File: src/design/csg_pkg.sv
// Package for the cosine similarity block: widths, controller states, datapath
// commands, the control and status structs, and small magnitude helpers.
// No dependencies.
package csg_pkg;

  localparam int unsigned IDX_W = 6;
  localparam int unsigned DEPTH = 1 << IDX_W;
  localparam int unsigned SUM_W = 48;
  localparam int unsigned CNT_W = 7;

  localparam logic [CNT_W-1:0] STEP_LAST_MUL = 7'd47;
  localparam logic [CNT_W-1:0] STEP_LAST_DIV = 7'd95;

  localparam logic CFG_PROP_X = 1'b0;
  localparam logic CFG_PROP_Y = 1'b1;

  localparam logic OP_FORWARD  = 1'b0;
  localparam logic OP_BACKWARD = 1'b1;

  typedef enum logic [3:0] {
    S_IDLE,
    S_FETCH,
    S_CHECK,
    S_PMUL,
    S_RINIT,
    S_ROOT,
    S_SINIT,
    S_GPROD,
    S_GSUM,
    S_GNUM,
    S_DMUL,
    S_DINIT,
    S_DIV,
    S_ROUND,
    S_OUT
  } state_e;

  typedef enum logic [3:0] {
    CMD_NONE,
    CMD_ACCEPT,
    CMD_FETCH,
    CMD_CHECK,
    CMD_MSTEP,
    CMD_RINIT,
    CMD_RSTEP,
    CMD_SINIT,
    CMD_GPROD,
    CMD_GSUM,
    CMD_GNUM,
    CMD_DINIT,
    CMD_VSTEP,
    CMD_ROUND,
    CMD_EMIT
  } cmd_e;

  typedef struct packed {
    cmd_e cmd;
  } ctl_t;

  typedef struct packed {
    logic zero_norm;
    logic out_free;
    logic kind;
    logic side;
  } stat_t;

  function automatic logic [15:0] mag16(input logic [15:0] v);
    return v[15] ? (~v + 16'd1) : v;
  endfunction

  function automatic logic [47:0] mag48(input logic [47:0] v);
    return v[47] ? (~v + 48'd1) : v;
  endfunction

endpackage

File: src/design/csg_ctrl.sv
// Controller state machine of the cosine similarity block.
// Sequences the datapath by commands; depends on csg_pkg.
module csg_ctrl
  import csg_pkg::*;
(
  input  logic  clk_i,
  input  logic  rst_ni,
  input  logic  in_valid_i,
  output logic  in_stall_o,
  input  logic  operation_i,
  input  logic  last_element_i,
  input  stat_t stat_i,
  output ctl_t  ctl_o
);

  state_e state_q, state_d;
  logic [CNT_W-1:0] cnt_q, cnt_d;
  logic in_acc;

  assign in_acc = in_valid_i && (state_q == S_IDLE);

  always_comb begin
    state_d = state_q;
    case (state_q)
      S_IDLE: begin
        if (in_acc) begin
          if (operation_i == OP_BACKWARD) begin
            state_d = S_FETCH;
          end else if (last_element_i) begin
            state_d = S_CHECK;
          end
        end
      end
      S_FETCH: state_d = S_CHECK;
      S_CHECK: state_d = stat_i.zero_norm ? S_OUT : S_PMUL;
      S_PMUL: begin
        if (cnt_q == STEP_LAST_MUL) begin
          state_d = S_RINIT;
        end
      end
      S_RINIT: state_d = S_ROOT;
      S_ROOT: begin
        if (cnt_q == STEP_LAST_MUL) begin
          state_d = (stat_i.kind == OP_FORWARD) ? S_SINIT : S_GPROD;
        end
      end
      S_SINIT: state_d = S_DIV;
      S_GPROD: state_d = S_GSUM;
      S_GSUM:  state_d = S_GNUM;
      S_GNUM:  state_d = S_DMUL;
      S_DMUL: begin
        if (cnt_q == STEP_LAST_MUL) begin
          state_d = S_DINIT;
        end
      end
      S_DINIT: state_d = S_DIV;
      S_DIV: begin
        if (cnt_q == STEP_LAST_DIV) begin
          state_d = S_ROUND;
        end
      end
      S_ROUND: begin
        if (stat_i.kind == OP_BACKWARD && !stat_i.side) begin
          state_d = S_GPROD;
        end else begin
          state_d = S_OUT;
        end
      end
      S_OUT: begin
        if (stat_i.out_free) begin
          state_d = S_IDLE;
        end
      end
      default: state_d = S_IDLE;
    endcase
  end

  always_comb begin
    ctl_o.cmd  = CMD_NONE;
    in_stall_o = (state_q != S_IDLE);
    case (state_q)
      S_IDLE:  ctl_o.cmd = in_acc ? CMD_ACCEPT : CMD_NONE;
      S_FETCH: ctl_o.cmd = CMD_FETCH;
      S_CHECK: ctl_o.cmd = CMD_CHECK;
      S_PMUL:  ctl_o.cmd = CMD_MSTEP;
      S_RINIT: ctl_o.cmd = CMD_RINIT;
      S_ROOT:  ctl_o.cmd = CMD_RSTEP;
      S_SINIT: ctl_o.cmd = CMD_SINIT;
      S_GPROD: ctl_o.cmd = CMD_GPROD;
      S_GSUM:  ctl_o.cmd = CMD_GSUM;
      S_GNUM:  ctl_o.cmd = CMD_GNUM;
      S_DMUL:  ctl_o.cmd = CMD_MSTEP;
      S_DINIT: ctl_o.cmd = CMD_DINIT;
      S_DIV:   ctl_o.cmd = CMD_VSTEP;
      S_ROUND: ctl_o.cmd = CMD_ROUND;
      S_OUT:   ctl_o.cmd = stat_i.out_free ? CMD_EMIT : CMD_NONE;
      default: ctl_o.cmd = CMD_NONE;
    endcase
  end

  assign cnt_d = (state_d != state_q) ? '0 : cnt_q + 7'd1;

  always_ff @(posedge clk_i or negedge rst_ni) begin
    if (!rst_ni) begin
      state_q <= S_IDLE;
      cnt_q   <= '0;
    end else begin
      state_q <= state_d;
      cnt_q   <= cnt_d;
    end
  end

  a_bwd_fetch: assert property (@(posedge clk_i) disable iff (!rst_ni)
    (state_q == S_IDLE && in_valid_i && operation_i == OP_BACKWARD) |=> state_q == S_FETCH)
    else $error("backward transaction did not start a fetch");

  a_mul_count: assert property (@(posedge clk_i) disable iff (!rst_ni)
    (state_q == S_PMUL || state_q == S_DMUL || state_q == S_ROOT) |-> cnt_q <= STEP_LAST_MUL)
    else $error("serial step count overran");

  a_div_count: assert property (@(posedge clk_i) disable iff (!rst_ni)
    (state_q == S_DIV) |-> cnt_q <= STEP_LAST_DIV)
    else $error("division step count overran");

  a_out_done: assert property (@(posedge clk_i) disable iff (!rst_ni)
    (state_q == S_OUT && stat_i.out_free) |=> state_q == S_IDLE)
    else $error("result hand-off did not return to idle");

endmodule

File: config.mk
export PLATFORM = sky130hd
export DESIGN_NAME = csg_ctrl
export DESIGN_NICKNAME = d
export VERILOG_FILES = /design/src/design/csg_pkg.sv /design/src/design/csg_ctrl.sv
export SDC_FILE = /design/constraint.sdc
export NUM_CORES = 1
export LEC_CHECK = 0
export BUFFER_PORTS_ARGS = -buffer_cell sky130_fd_sc_hd__buf_4
export CAP_MARGIN = 25
export CORE_ASPECT_RATIO = 1.2
export CORE_MARGIN = 2
export CORE_UTILIZATION = 40
export DETAILED_ROUTE_END_ITERATION = 8
export GPL_TIMING_DRIVEN = 0
export SYNTH_ARGS = -nofsm -noshare
export SYNTH_HDL_FRONTEND = slang
export SYNTH_SLANG_ARGS = --single-unit
File: constraint.sdc
create_clock -name clk_i -period 3.6 [get_ports clk_i]
set_input_delay 0.36 -clock clk_i [delete_from_list [all_inputs] [get_ports clk_i]]
set_output_delay 0.36 -clock clk_i [all_outputs]
set_load 0.05 [all_outputs]
==> qor.yml <==
outcome:
  outcome: "complete, no violations"
placed_design:
  port_buffers: 13
  place_congestion: 0.936
  dpl.hpwl_mm: 1.81
  postPlaceCellArea_um2: 1060
clock_tree:
  cts.clk_slew.worst_paths_ns: 0.07
  htree_levels: 1
  cts_sinks: 11
  clockRootBuffer: "clkbuf_4"
  cts_tree: "done"
  cts_inserted_buffers: 3
  insertion_delay_ns: 0.27
  cts_resized: 0
  clk_path_buf_depth: 2
worst_setup_path:
  crit_family: "buffers and inverters"
  path_buf_inv: 3
  crit_slowest_cell: "clkbuf_1"
  worstSetupPathType: "reg2out"
  worstPathMaxFanout: 10
  crit_path_end_kind: "primary output"
  cp-start-kind: "register"
  crit_top_cell: "clkbuf_1"
  path_cells: "clkbuf_1, clkbuf_1, nor2_1, a221oi_1, buf_4"
  arrival_ns: 1.97
  critPathRequiredTime_ns: 3.24
  max_stage_delay_ns: 0.39
global_routing:
  grt_pass1_wl_mm: 3.93
  grt_max_degree: 12
  grt_use_total_pct: 19.6
  first_global_vias: 870
  overflow: 0
  grt_antenna_before_repair: 0
yosys:
  yosys_warnings: 0
  syn_inst: 112
  synthArstFlopShare_pct: 100
  synth.avg_cell_area_um2: 8.27
  synth_fp_nets: 122
  synth-edff-count: 0
  synth-seq-area-share_pct: 29.7
  synth.cell_area_um2: 926
  synth_seq_cells: 11
  ys_types: 46
  ys.flop_type: "dfrtp_1"
power_and_ir_drop:
  peakVddDrop_v: 0.000477
  switching_share_pct: 55.2
  p_leak_nw: 0.457
  seq_power_share_pct: 16.5
  pwr-share-clk_pct: 7.7
  p_int_mw: 0.482
  total_power_mw: 1.08
  switching_power_mw: 0.595
  power_density_nw_per_um2: 981
  combPwrFrac_pct: 75.8
sta:
  hold_viol: 0
  finalMaxSlewViolations: 0
  min_period_ns: 2.33
  fin_crit_sh_pct: 64.7
  rsz0062_at_grt: "no"
  skew_ns: 0.00497
  finalSetupTns_ns: 0
  slew_headroom_pct: 70.4
  fmax_ghz: 0.430
  setup_violations: 0
  worstMarginPinSlew_ns: 0.439
final_layout:
  final_common_cell: "buf_4"
  nFillCells: 248
  insertedDiodeCount: 0
  utilization_pct: 49.2
  multiInputGateArea_um2: 596
  layout_common_cells: "buf_4, nand2_1, dfrtp_1"
  drive_gt1_share_pct: 19.2
  fin_area_um2: 1100
  seq_area_um2: 275
  nets: 141
  syn2layout_area_growth_pct: 18.6
route:
  route.detailed.drc: 0
  dr.pass1.iters: 4
  wl_per_cell_um: 14.6
  vias: 933
  antenna_left: 0
  viasPerCell: 5.80
  totalWireLength_mm: 2.35
  drt_iter0_markers: 16
floorplanning:
  die_h_um: 56.7
  die_area_um2: 2720
  fp.dieW_um: 47.9
  rows: 19
  ios: 14
  core_region_area_um2: 2230
  start_util_pct: 41.4
hold_path:
  hold_class: "in2async"
flow_run:
  maxCapViolations: 0
through the flow:
stage,worst slack (ns),std cells,hold slack [ns]
final,1.27,161,0.456
after global routing,1.11,161,0.477
after CTS,1.29,161,0.451
after detailed placement,1.40,156,0.203
after global placement,1.40,156,0.198
after floorplan,1.04,112,0.0644
routing by layer:
metal	up-vias	global-route usage, %	share of wire (%)
met1	455	25.1	42
met4	0	8.11	2.3
met2	20	32.4	52
li1	452	-	-
met3	6	1.29	3.8
met5	-	0	0
final cells by class:
cell class	count	share of cell area, %
sequential	11	25.1
buffer	8	2.96
timing repair buffer	14	9.80
multi-input combinational	87	54.2
inverter	6	2.05
clock buffer	4	2.39
tap	31	3.53
synth_stat cells (all sizes together) (2+ instances only):
library cell | n | area (um2)
nand4b | 2 | 17.5
o31ai | 2 | 15.0
inv | 6 | 22.5
o21ai | 8 | 40.0
a31oi | 2 | 12.5
nor4b | 2 | 47.6
nor3b | 2 | 15.0
a21oi | 7 | 35.0
nand2 | 11 | 41.3
xnor2 | 4 | 35.0
dfrtp | 11 | 275
nor2 | 4 | 15.0
nand3 | 4 | 20.0
buf | 3 | 13.8
nor4 | 3 | 18.8
nor3 | 7 | 35.0
clkbuf | 5 | 18.8
a21o | 2 | 15.0
and3 | 2 | 12.5
state kept, by name (all words and copies together), names as in the netlist:
register	cells
state_q	4
cnt_q	7
repair_timing:
action,in CTS,in global routing
setup buffers,0,0
hold buffers,1,0
hold endpoints to repair,11,0
kinds of logic after synthesis:
logic type / synth area share, %
adder cells (fa/ha/maj): 1.35
AND/OR/NAND/NOR: 31.6
buffers and inverters: 5.95
flip-flops: 29.7
XOR/XNOR: 4.73
AO/OA/AOI/OAI: 23.9
multiplexers: 2.70
worst paths after layout:
kind	from	to	slack (ns)	cells past startpoint
worst min register to register	cnt_q[0]$_DFF_PN0_	cnt_q[0]$_DFF_PN0_	0.51	1
min in group clk_i	last_element_i	state_q[1]$_DFF_PN0_	0.46	3
worst max register to register	cnt_q[0]$_DFF_PN0_	cnt_q[3]$_DFF_PN0_	1.39	6
max in group asynchronous	rst_ni	cnt_q[0]$_DFF_PN0_	3.00	2
worst max-delay path	state_q[1]$_DFF_PN0_	ctl_o[0]	1.27	5
worst min-delay path	rst_ni	state_q[3]$_DFF_PN0_	0.46	2
power by group through the flow:
stage | registers (mW) | clock network (mW) | logic, mW
6_report | 0.178 | 0.0833 | 0.816
3_3_place_gp | 0.178 | 0 | 0.807
3_5_place_dp | 0.179 | 0 | 0.811
2_1_floorplan | 0.174 | 0 | 0.624
4_1_cts | 0.178 | 0.0878 | 0.815
5_1_grt | 0.181 | 0.0905 | 0.883
Note: power is estimated with default switching activity, not from simulation.
